$ cat config.mk
export PLATFORM = sky130hd
export DESIGN_NAME = xmodem_block_sender
export DESIGN_NICKNAME = d
export VERILOG_FILES = /design/src/design/xbs_pkg.sv /design/src/design/xmodem_block_sender.sv /design/src/design/xbs_datapath.sv /design/src/design/xbs_ctrl.sv
export VERILOG_INCLUDE_DIRS = /design/src /design/src/design
export SDC_FILE = /design/constraint.sdc
export NUM_CORES = 2
export LEC_CHECK = 0
export BUFFER_PORTS_ARGS = -buffer_cell sky130_fd_sc_hd__buf_2
export CORE_ASPECT_RATIO = 0.6
export CORE_UTILIZATION = 36
export DETAILED_ROUTE_END_ITERATION = 16
export MAX_ROUTING_LAYER = met4
export PLACE_DENSITY_LB_ADDON = 0.2
export SYNTH_ARGS = -nofsm -noshare
export SYNTH_HDL_FRONTEND = slang
export SYNTH_SLANG_ARGS = --single-unit
$ cat constraint.sdc
create_clock -name clk -period 5.5 [get_ports clk]
set_input_delay 0.55 -clock clk [delete_from_list [all_inputs] [get_ports clk]]
set_output_delay 0.55 -clock clk [all_outputs]
set_load 0.05 [all_outputs]
$ cat src/design/xmodem_block_sender_defines.svh
// Assertion macros shared by the xmodem block sender modules.
// Depends on nothing; included inside module bodies.
`ifndef XMODEM_BLOCK_SENDER_DEFINES_SVH
`define XMODEM_BLOCK_SENDER_DEFINES_SVH
// Implication checked every cycle outside reset.
`define XBS_ASSERT_IMP(lbl, ante, cons) \
  lbl: assert property (@(posedge clk) disable iff (rst) (ante) |-> (cons)) \
    else $error("assertion failed");
// Next-cycle implication checked outside reset.
`define XBS_ASSERT_NEXT(lbl, ante, cons) \
  lbl: assert property (@(posedge clk) disable iff (rst) (ante) |=> (cons)) \
    else $error("assertion failed");
`endif

$ cat src/design/xbs_pkg.sv
// Types and constants for the xmodem block sender.
// Depends on nothing.
package xbs_pkg;
  localparam logic [7:0] BLOCK_BYTES = 8'd128;

  localparam logic [2:0] KIND_START = 3'd0;
  localparam logic [2:0] KIND_DATA  = 3'd1;
  localparam logic [2:0] KIND_TICK  = 3'd3;
  localparam logic [2:0] KIND_RESP  = 3'd4;

  localparam logic [2:0] EV_SENT    = 3'd0;
  localparam logic [2:0] EV_TIMEOUT = 3'd1;
  localparam logic [2:0] EV_NAK     = 3'd2;
  localparam logic [2:0] EV_CRC     = 3'd3;
  localparam logic [2:0] EV_DONE    = 3'd4;
  localparam logic [2:0] EV_ABORT   = 3'd5;

  localparam logic [7:0] CH_SOH = 8'h01;
  localparam logic [7:0] CH_EOT = 8'h04;
  localparam logic [7:0] CH_ACK = 8'h06;
  localparam logic [7:0] CH_NAK = 8'h15;
  localparam logic [7:0] CH_C   = 8'h43;
  localparam logic [15:0] CRC_POLY = 16'h1021;

  localparam logic [0:0] REG_INTERVAL = 1'b0;
  localparam logic [0:0] REG_LIMIT    = 1'b1;

  // Commands from controller to datapath
  typedef struct packed {
    logic start;      // begin transfer and seal
    logic seal;       // seal next block
    logic append;     // store data byte
    logic tick;       // count one tick
    logic ack;        // clear ticks, reload countdown
    logic set_crc;    // switch to CRC
    logic stop;       // end transfer
    logic pkt_begin;  // reset packet walk
    logic pkt_step;   // accumulate one block byte
    logic word_load;  // assemble next output word
  } xbs_cmd_t;

  // Status from datapath to controller
  typedef struct packed {
    logic active;
    logic is_eot;
    logic first_sent;
    logic expire;     // countdown will expire on this tick
    logic abort;      // tick count exceeds limit after this tick
    logic seal_busy;
    logic walk_done;  // all block bytes summed
    logic word_last;  // word just loaded was the final one
    logic word_done;  // an output word is complete
  } xbs_sts_t;
endpackage

$ cat src/design/xmodem_block_sender.sv
// XMODEM block sender. A start item seals the staged file bytes as block one;
// ACK, NAK, 'C' and tick items send or resend packets as 64-bit words of up to
// eight bytes, with an 8-bit sum or CRC-16 check. A seal sweeps the 128-byte
// buffer, the check walk then reads the whole block, and each output word is
// assembled byte by byte from the single block memory read port. No clearing pass.
module xmodem_block_sender (
  input  logic        clk,
  input  logic        rst,
  input  logic        psel,
  input  logic        penable,
  input  logic        pwrite,
  input  logic [2:0]  paddr,
  input  logic [31:0] pwdata,
  output logic [31:0] prdata,
  output logic        pready,
  input  logic        in_valid,
  output logic        in_ready,
  input  logic [2:0]  kind,
  input  logic [7:0]  data_byte,
  input  logic [7:0]  rx_byte,
  output logic        out_valid,
  input  logic        out_ready,
  output logic [63:0] tx_data,
  output logic [3:0]  tx_count,
  output logic [2:0]  event_res,
  output logic        last
);
  import xbs_pkg::*;

  logic [15:0] resend_interval, abort_limit;
  xbs_cmd_t cmd;
  xbs_sts_t sts;
  logic [63:0] word;
  logic [3:0]  word_count;
  logic        use_word;

  assign pready = 1'b1;

  // configuration registers
  always_ff @(posedge clk) begin
    if (rst) begin
      resend_interval <= 16'd10000;
      abort_limit <= 16'd60000;
    end else if (psel && penable && pwrite) begin
      if (paddr[2] == REG_INTERVAL) resend_interval <= pwdata[15:0];
      else abort_limit <= pwdata[15:0];
    end
  end
  assign prdata = {16'h0000, (paddr[2] == REG_INTERVAL) ? resend_interval : abort_limit};

  xbs_datapath u_dp (
    .clk, .rst, .cmd, .data_byte, .resend_interval, .abort_limit,
    .sts, .word, .word_count
  );

  xbs_ctrl u_ctrl (
    .clk, .rst, .in_valid, .in_ready, .kind, .rx_byte, .sts, .cmd,
    .out_valid, .out_ready, .event_res, .last, .use_word
  );

  assign tx_data = use_word ? word : 64'h0;
  assign tx_count = use_word ? word_count : 4'd0;
endmodule

$ cat src/design/xbs_datapath.sv
// Datapath: staging and block buffers, counters, checksum and packet words.
// Depends on xbs_pkg.
module xbs_datapath (
  input  logic              clk,
  input  logic              rst,
  input  xbs_pkg::xbs_cmd_t cmd,
  input  logic [7:0]        data_byte,
  input  logic [15:0]       resend_interval,
  input  logic [15:0]       abort_limit,
  output xbs_pkg::xbs_sts_t sts,
  output logic [63:0]       word,
  output logic [3:0]        word_count
);
  import xbs_pkg::*;

  logic [7:0] staging_mem [0:127];
  logic [7:0] block_mem [0:127];
  logic [7:0] staging_count;
  logic [7:0] block_fill;
  logic       block_is_eot;
  logic [7:0] block_number;
  logic       crc_mode;
  logic       first_sent;
  logic       active;
  logic [16:0] tick_count;
  logic [15:0] resend_countdown;
  logic [16:0] tick_next;

  // seal copy sweep
  logic        sealing;
  logic [7:0]  seal_idx;
  logic [7:0]  staging_rd;
  logic [7:0]  seal_wr_idx;
  logic        seal_wr;

  // packet walk: read block, accumulate check
  logic [7:0]  walk_idx;
  logic [7:0]  block_rd;
  logic        rd_valid;
  logic [15:0] crc;
  logic [7:0]  sum;
  logic [15:0] crc_next;
  logic        walk_done;

  // word emission
  logic [4:0]  word_idx;
  logic [7:0]  wr_pos;      // block index of the packet byte being read
  logic [7:0]  pkt_byte [0:7];
  logic [7:0]  wbuf_rd;
  logic [7:0]  pkt_pos;
  logic [7:0]  pkt_len;
  logic [3:0]  byte_cnt;
  logic        rd_pending;
  logic [7:0]  cur_pos;
  logic [7:0]  cur_byte;
  logic        wdone;

  assign tick_next = (tick_count == 17'h1FFFF) ? tick_count : tick_count + 17'd1;

  // staging writes and seal sweep reads
  always_ff @(posedge clk) begin
    if (cmd.append && staging_count < BLOCK_BYTES) begin
      staging_mem[staging_count[6:0]] <= data_byte;
    end
    staging_rd <= staging_mem[seal_idx[6:0]];
  end

  always_ff @(posedge clk) begin
    if (rst) begin
      sealing <= 1'b0;
      seal_idx <= '0;
      seal_wr <= 1'b0;
      seal_wr_idx <= '0;
      staging_count <= '0;
      block_fill <= '0;
      block_is_eot <= 1'b0;
      block_number <= '0;
      crc_mode <= 1'b0;
      first_sent <= 1'b0;
      active <= 1'b0;
      tick_count <= '0;
      resend_countdown <= '0;
    end else begin
      seal_wr <= sealing;
      seal_wr_idx <= seal_idx;
      if (sealing) begin
        if (seal_idx == 8'd127) sealing <= 1'b0;
        seal_idx <= seal_idx + 8'd1;
      end
      if (cmd.append && staging_count < BLOCK_BYTES) staging_count <= staging_count + 8'd1;
      if (cmd.start || cmd.seal) begin
        sealing <= 1'b1;
        seal_idx <= '0;
        block_fill <= staging_count;
        block_is_eot <= (staging_count == 8'd0);
        block_number <= (cmd.start ? 8'd0 : block_number) + 8'd1;
        staging_count <= '0;
      end
      if (cmd.start) begin
        active <= 1'b1;
        crc_mode <= 1'b0;
        first_sent <= 1'b0;
        tick_count <= '0;
        resend_countdown <= resend_interval;
      end
      if (cmd.tick) begin
        tick_count <= tick_next;
        if (resend_countdown <= 16'd1) resend_countdown <= resend_interval;
        else resend_countdown <= resend_countdown - 16'd1;
      end
      if (cmd.ack) begin
        tick_count <= '0;
        resend_countdown <= resend_interval;
      end
      if (cmd.set_crc) crc_mode <= 1'b1;
      if (cmd.stop) active <= 1'b0;
      if (cmd.pkt_begin) first_sent <= 1'b1;
    end
  end

  // block buffer: zero-padded copy from staging
  always_ff @(posedge clk) begin
    if (seal_wr) begin
      block_mem[seal_wr_idx[6:0]] <= (seal_wr_idx < block_fill) ? staging_rd : 8'h00;
    end
    block_rd <= block_mem[cmd.word_load ? wr_pos[6:0] : walk_idx[6:0]];
  end

  // CRC over one byte, eight narrow steps
  always_comb begin
    logic [15:0] c;
    c = crc ^ {block_rd, 8'h00};
    for (int b = 0; b < 8; b++) begin
      c = c[15] ? ((c << 1) ^ CRC_POLY) : (c << 1);
    end
    crc_next = c;
  end

  always_ff @(posedge clk) begin
    if (rst) begin
      walk_idx <= '0;
      rd_valid <= 1'b0;
      walk_done <= 1'b0;
      crc <= '0;
      sum <= '0;
    end else if (cmd.pkt_begin) begin
      walk_idx <= '0;
      rd_valid <= 1'b0;
      walk_done <= 1'b0;
      crc <= '0;
      sum <= '0;
    end else if (cmd.pkt_step) begin
      if (rd_valid) begin
        crc <= crc_next;
        sum <= sum + block_rd;
        if (walk_idx == BLOCK_BYTES) walk_done <= 1'b1;
      end
      rd_valid <= (walk_idx < BLOCK_BYTES);
      if (walk_idx < BLOCK_BYTES) walk_idx <= walk_idx + 8'd1;
    end
  end

  // Word assembly: packet bytes are read one at a time into an array of eight.
  // Packet byte p: 0 SOH, 1 num, 2 ~num, 3..130 data, 131.. check.
  assign pkt_len = block_is_eot ? 8'd1 : (crc_mode ? 8'd133 : 8'd132);
  assign wbuf_rd = block_rd;
  assign wr_pos = pkt_pos - 8'd3;

  always_comb begin
    if (block_is_eot) cur_byte = CH_EOT;
    else if (cur_pos == 8'd0) cur_byte = CH_SOH;
    else if (cur_pos == 8'd1) cur_byte = block_number;
    else if (cur_pos == 8'd2) cur_byte = ~block_number;
    else if (cur_pos < 8'd131) cur_byte = wbuf_rd;
    else if (cur_pos == 8'd131) cur_byte = crc_mode ? crc[15:8] : sum;
    else cur_byte = crc[7:0];
  end

  // word_load is dropped by the controller while a complete word waits
  always_ff @(posedge clk) begin
    if (rst) begin
      pkt_pos <= '0;
      byte_cnt <= '0;
      rd_pending <= 1'b0;
      cur_pos <= '0;
      wdone <= 1'b0;
      word_idx <= '0;
    end else if (cmd.pkt_begin) begin
      pkt_pos <= '0;
      byte_cnt <= '0;
      rd_pending <= 1'b0;
      wdone <= 1'b0;
      word_idx <= '0;
    end else if (cmd.word_load) begin
      if (!rd_pending) begin
        // start a fresh word after a complete one, then read pkt_pos
        if (wdone) begin
          wdone <= 1'b0;
          byte_cnt <= '0;
        end
        cur_pos <= pkt_pos;
        rd_pending <= 1'b1;
      end else begin
        pkt_byte[byte_cnt[2:0]] <= cur_byte;
        byte_cnt <= byte_cnt + 4'd1;
        pkt_pos <= pkt_pos + 8'd1;
        rd_pending <= 1'b0;
        if (byte_cnt == 4'd7 || pkt_pos + 8'd1 == pkt_len) begin
          wdone <= 1'b1;
          word_idx <= word_idx + 5'd1;
        end
      end
    end
  end

  // word output: bytes beyond count read as zero
  always_comb begin
    for (int i = 0; i < 8; i++) begin
      word[8*i +: 8] = (4'(i) < byte_cnt) ? pkt_byte[i] : 8'h00;
    end
  end
  assign word_count = byte_cnt;

  assign sts.active = active;
  assign sts.is_eot = block_is_eot;
  assign sts.first_sent = first_sent;
  assign sts.expire = (resend_countdown <= 16'd1);
  assign sts.abort = (tick_next > {1'b0, abort_limit});
  assign sts.seal_busy = sealing | seal_wr;
  assign sts.walk_done = walk_done;
  assign sts.word_last = wdone && (pkt_pos == pkt_len);
  assign sts.word_done = wdone;

  // word_idx counts assembled words; kept for the bound check below
  `include "xmodem_block_sender_defines.svh"
  `XBS_ASSERT_IMP(a_fill_bound, 1'b1, staging_count <= BLOCK_BYTES)
  `XBS_ASSERT_IMP(a_words_bound, 1'b1, word_idx <= 5'd17)
  `XBS_ASSERT_NEXT(a_seal_clears, cmd.seal, staging_count <= 8'd1)
endmodule

$ cat src/design/xbs_ctrl.sv
// Controller: decodes items, sequences sealing, check walk and word output.
// Depends on xbs_pkg.
module xbs_ctrl (
  input  logic              clk,
  input  logic              rst,
  input  logic              in_valid,
  output logic              in_ready,
  input  logic [2:0]        kind,
  input  logic [7:0]        rx_byte,
  input  xbs_pkg::xbs_sts_t sts,
  output xbs_pkg::xbs_cmd_t cmd,
  output logic              out_valid,
  input  logic              out_ready,
  output logic [2:0]        event_res,
  output logic              last,
  output logic              use_word
);
  import xbs_pkg::*;

  typedef enum logic [5:0] {
    S_IDLE  = 6'b000001,
    S_SEAL  = 6'b000010,
    S_WALK  = 6'b000100,
    S_LOAD  = 6'b001000,
    S_OUT   = 6'b010000,
    S_STAT  = 6'b100000
  } state_t;

  state_t     state, state_next;
  logic [2:0] ev, ev_next;
  logic       abort_after, abort_after_next;
  logic       acc;
  logic       send_now, was_last;

  assign acc = in_valid && in_ready;
  assign in_ready = (state == S_IDLE) && !sts.seal_busy;

  always_comb begin
    cmd = '0;
    state_next = state;
    ev_next = ev;
    abort_after_next = abort_after;
    send_now = 1'b0;
    case (state)
      S_IDLE: begin
        if (acc) begin
          case (kind)
            KIND_START: cmd.start = 1'b1;
            KIND_DATA: cmd.append = 1'b1;
            KIND_TICK: begin
              if (sts.active) begin
                cmd.tick = 1'b1;
                abort_after_next = sts.abort;
                if (sts.abort) cmd.stop = 1'b1;
                if (sts.expire && sts.first_sent) begin
                  ev_next = EV_TIMEOUT;
                  send_now = 1'b1;
                end else if (sts.abort) begin
                  ev_next = EV_ABORT;
                  state_next = S_STAT;
                end
              end
            end
            KIND_RESP: begin
              abort_after_next = 1'b0;
              if (sts.active) begin
                if (rx_byte == CH_ACK) begin
                  cmd.ack = 1'b1;
                  if (sts.is_eot) begin
                    cmd.stop = 1'b1;
                    ev_next = EV_DONE;
                    state_next = S_STAT;
                  end else begin
                    cmd.seal = 1'b1;
                    ev_next = EV_SENT;
                    state_next = S_SEAL;
                  end
                end else if (rx_byte == CH_NAK) begin
                  ev_next = EV_NAK;
                  send_now = 1'b1;
                end else if (rx_byte == CH_C) begin
                  cmd.set_crc = 1'b1;
                  ev_next = EV_CRC;
                  state_next = S_SEAL;
                end
              end
            end
            default: ;
          endcase
          if (send_now) state_next = S_SEAL;
        end
      end
      S_SEAL: begin
        if (!sts.seal_busy) begin
          cmd.pkt_begin = 1'b1;
          state_next = S_WALK;
        end
      end
      S_WALK: begin
        cmd.pkt_step = 1'b1;
        if (sts.walk_done) state_next = S_LOAD;
      end
      S_LOAD: begin
        // hold assembly once a word is complete
        if (sts.word_done) state_next = S_OUT;
        else cmd.word_load = 1'b1;
      end
      S_OUT: begin
        if (out_ready) begin
          if (was_last) begin
            if (abort_after) begin
              ev_next = EV_ABORT;
              state_next = S_STAT;
            end else begin
              state_next = S_IDLE;
            end
          end else begin
            cmd.word_load = 1'b1;
            state_next = S_LOAD;
          end
        end
      end
      S_STAT: begin
        if (out_ready) state_next = S_IDLE;
      end
      default: state_next = S_IDLE;
    endcase
  end

  always_ff @(posedge clk) begin
    if (rst) begin
      state <= S_IDLE;
      ev <= EV_SENT;
      abort_after <= 1'b0;
      was_last <= 1'b0;
    end else begin
      state <= state_next;
      ev <= ev_next;
      abort_after <= abort_after_next;
      was_last <= sts.word_last;
    end
  end

  assign out_valid = (state == S_OUT) || (state == S_STAT);
  assign use_word = (state == S_OUT);
  assign event_res = ev;
  assign last = (state == S_STAT) || ((state == S_OUT) && was_last && !abort_after);

  `include "xmodem_block_sender_defines.svh"
  `XBS_ASSERT_IMP(a_no_take_busy, acc, state == S_IDLE)
  `XBS_ASSERT_IMP(a_stat_event, state == S_STAT, ev == EV_DONE || ev == EV_ABORT)
  `XBS_ASSERT_NEXT(a_out_hold, out_valid && !out_ready, out_valid)
endmodule
==> impl_metrics.ini <==
[routing]
drc = 0
wl_per_cell_um = 26.5
via_per_inst = 5.44
vias = 51700
first_pass_iters = 6
final_antenna_net_count = 0
first_iter_violations = 6223
wl_um = 252000

[sta]
relSlewSlack = 0.113
period_needed_ps = 5150
worst-slew-pin-transition_ps = 1320
final_max_slew_viol_count = 0
max_freq_mhz = 194
timing.final.crit_share = 0.936
clock-skew-final_ps = 50.6
fin_setup_tns_ps = 0
finalHoldViolCount = 0
rsz0062_at_grt = no
finalSetupViolCount = 0

[synthesis]
async_reset_ff_frac = 0
synth_area_per_cell_um2 = 16.3
synth_flop_cell = edfxtp_1
ys_seq_elements = 2306
seq_area_frac_synth = 0.726
yosysUniqueCellTypes = 72
syn_inst = 5686
synth_edf_count = 2112
synthesis.area_um2 = 92700
yosys_warnings = 0

[pwr]
clkPwrFrac = 0.434
ir_drop_v = 0.000245
power_leakage_uw = 0.0341
power_frac_seq = 0.539
p_comb_frac = 0.027
p_sw_uw = 7380
p_sw_frac = 0.209
cell_internal_pwr_uw = 28000
power_density_nw_per_um2 = 336

[worst_setup_path]
arrival_ps = 5890
r2r-end = u_dp.block_rd[7]$_DFF_P_
crit_chain = nor4bb_4 > o21ai_4 > buf_4 > a21oi_1 > a21oi_1 > nand3_1 > a2111oi_0 > nor3_1 > o22ai_1 > buf_4 > a211oi_1
slowest_delay_ps = 1040
critPathMaxFanout = 14
required_ps = 6240
critPathSlowestCell = a21oi_1
r2r_slack_ps = 350
rr_startpoint = u_ctrl.state[3]$_SDFFE_PP0P_
cp-endpoint = u_dp.block_rd[7]$_DFF_P_
critPathBufInv = 2
critPathLaunchType = flip-flop
critPathKind = flip-flop to flip-flop
worst_setup_path_end_kind = flip-flop
critPathLaunch = u_ctrl.state[3]$_SDFFE_PP0P_
crit_cells = 11
crit_family = compound AO/OA/AOI/OAI gates
r2r_cells = 11

[global_routing]
grt_first_pass_wirelength_um = 361000
grt_start_max_net_pins = 91
first_global_vias = 49400
overflow = 0
grt_use_total = 0.197
antenna_found_initial = 20

[floorplanning]
io-pin-count = 168
initial_core_util = 0.364
die_w_um = 657
fp.dieH_um = 395
core_area_um2 = 255000
rows = 143
die_area_um2 = 260000

[cells_and_area]
final_common_cell = edfxtp_1
fill_cells = 22700
register_area_um2 = 67300
fin_nets = 6015
syn2layout_area_growth_pct = 13.5
multi_input_area_um2 = 23800
drive_above_1_share = 0.183
fin_util = 0.413
layout_common_cells = edfxtp_1, nand2_1, nor2_1

[clock_tree]
cts.clk_slew.worst_paths_ps = 70
post_cts_resized = 0
cts.path.max_buffers = 4
post_cts_buffers = 0
cts.sinks = 2306
numCtsBuffers = 222
cts_tree = yes
clk_latency_ps = 870
htreeDepth = 4
cts-root-buf = clkbuf_16

[place]
dpl.hpwl_um = 161000
gp_congestion = 0.857
io_buffers = 132

[status]
status = finished clean

[flow_run]
maxCapViolCount = 0

[worst_hold_path]
hold_path.class = input pin to flip-flop
[area by class of cell]
class / instances / share of cell area
diodes: 6 / 0.000143
clock buffers: 285 / 0.0565
clock inverters: 116 / 0.0109
inverters: 46 / 0.00164
multi-input cells: 3011 / 0.226
flip-flops and latches: 2306 / 0.640
well taps: 3407 / 0.0405
repair buffers: 324 / 0.0239
[power groups by stage]
stage / clock [uW] / combinational [uW] / sequential [uW]
2_1_floorplan: 0 / 537 / 19400
3_3_place_gp: 0 / 948 / 19400
3_5_place_dp: 0 / 961 / 19400
4_1_cts: 15600 / 972 / 19100
5_1_grt: 16300 / 1030 / 19100
6_report: 15300 / 959 / 19100
[metal layers]
layer,part of all wire,up-vias,global-route usage
met1,0.49,26900,0.311
li1,-,22500,-
met5,0,-,-
met4,0.017,0,0.0354
met2,0.39,1984,0.249
met3,0.098,316,0.0533
[per-stage QoR]
step | instance area [um2] | setup WS (ps) | instances | hold WS [ps] | total power, uW
3_5_place_dp | 97900 | 597 | 9077 | 444 | 20400
4_1_cts | 105000 | 636 | 9495 | 31.7 | 35700
6_report | 105000 | 353 | 9501 | 92.6 | 35400
2_1_floorplan | 92800 | 1410 | 5701 | 432 | 20000
3_3_place_gp | 97900 | 643 | 9077 | 443 | 20400
5_1_grt | 105000 | 135 | 9497 | 59.0 | 36400
[synth_stat cells (25+ instances only)]
master     number  area share
inv_1          46      0.0019
a2111oi_0      48      0.0045
a21oi_1       337       0.018
nor3_1         96      0.0052
o22ai_1        51      0.0034
and2_1         77      0.0052
nor2b_1        26      0.0018
buf_4          45      0.0036
xnor2_1        36      0.0034
mux2i_1       134       0.014
a211oi_1       38      0.0031
ha_1           42      0.0057
dfxtp_1       194       0.042
mux4_2        424        0.10
buf_2          38      0.0021
nand2_1       682       0.028
o221ai_1       25      0.0024
nor2_1        448       0.018
nand3_1        76      0.0041
o21ai_0       141      0.0076
clkbuf_1      203      0.0082
edfxtp_1     2112        0.68
xor2_1         46      0.0043
buf_1          40      0.0016
[cell families (layout without fill, tap and decap cells)]
kind of cell	count (synthesis)	in the layout	synth area share
flops	2306	2306	0.726
other cells	2	23	0.0000810
fa+ha+maj	43	43	0.00588
compound gates	732	732	0.0470
buf+inv	384	771	0.0189
mux	582	582	0.121
simple gates	1555	1555	0.0739
xor+xnor	82	82	0.00775
[state kept, by name, summed over array words and instances, names as in the netlist, 8 cells and up]
name / cells
u_dp.staging_rd: 8
u_dp.pkt_byte: 64
u_dp.block_mem: 1024
u_dp.block_number: 8
u_dp.seal_wr_idx: 8
u_dp.staging_count: 8
u_dp.crc: 16
u_dp.pkt_pos: 8
u_dp.tick_count: 17
u_dp.cur_pos: 8
resend_interval: 16
u_dp.block_fill: 8
u_dp.seal_idx: 8
u_dp.sum: 8
u_dp.staging_mem: 1024
abort_limit: 16
u_dp.walk_idx: 8
u_dp.block_rd: 8
u_dp.resend_countdown: 16
[what timing repair did]
| item | CTS | global route |
|---|---|---|
| hold buffers | 17 | 0 |
| endpoints found under the hold margin | 33 | 0 |
| setup endpoints to repair | 0 | 0 |
[worst min-delay path by stage]
stage | from | end | slack (ps) | cells after the start
after floorplan | u_dp.block_fill[1]$_SDFFE_PP0P_ | u_dp.block_fill[1]$_SDFFE_PP0P_ | 430 | 2
after detailed placement | u_dp.block_fill[5]$_SDFFE_PP0P_ | u_dp.block_fill[5]$_SDFFE_PP0P_ | 440 | 2
final | rst | u_ctrl.state[5]$_SDFFE_PP0P_ | 90 | 2
after global routing | rst | u_ctrl.state[5]$_SDFFE_PP0P_ | 60 | 2
after CTS | rst | u_ctrl.state[5]$_SDFFE_PP0P_ | 30 | 2
after global placement | u_dp.block_fill[5]$_SDFFE_PP0P_ | u_dp.block_fill[5]$_SDFFE_PP0P_ | 440 | 2
(Power assumes the default switching activity.)
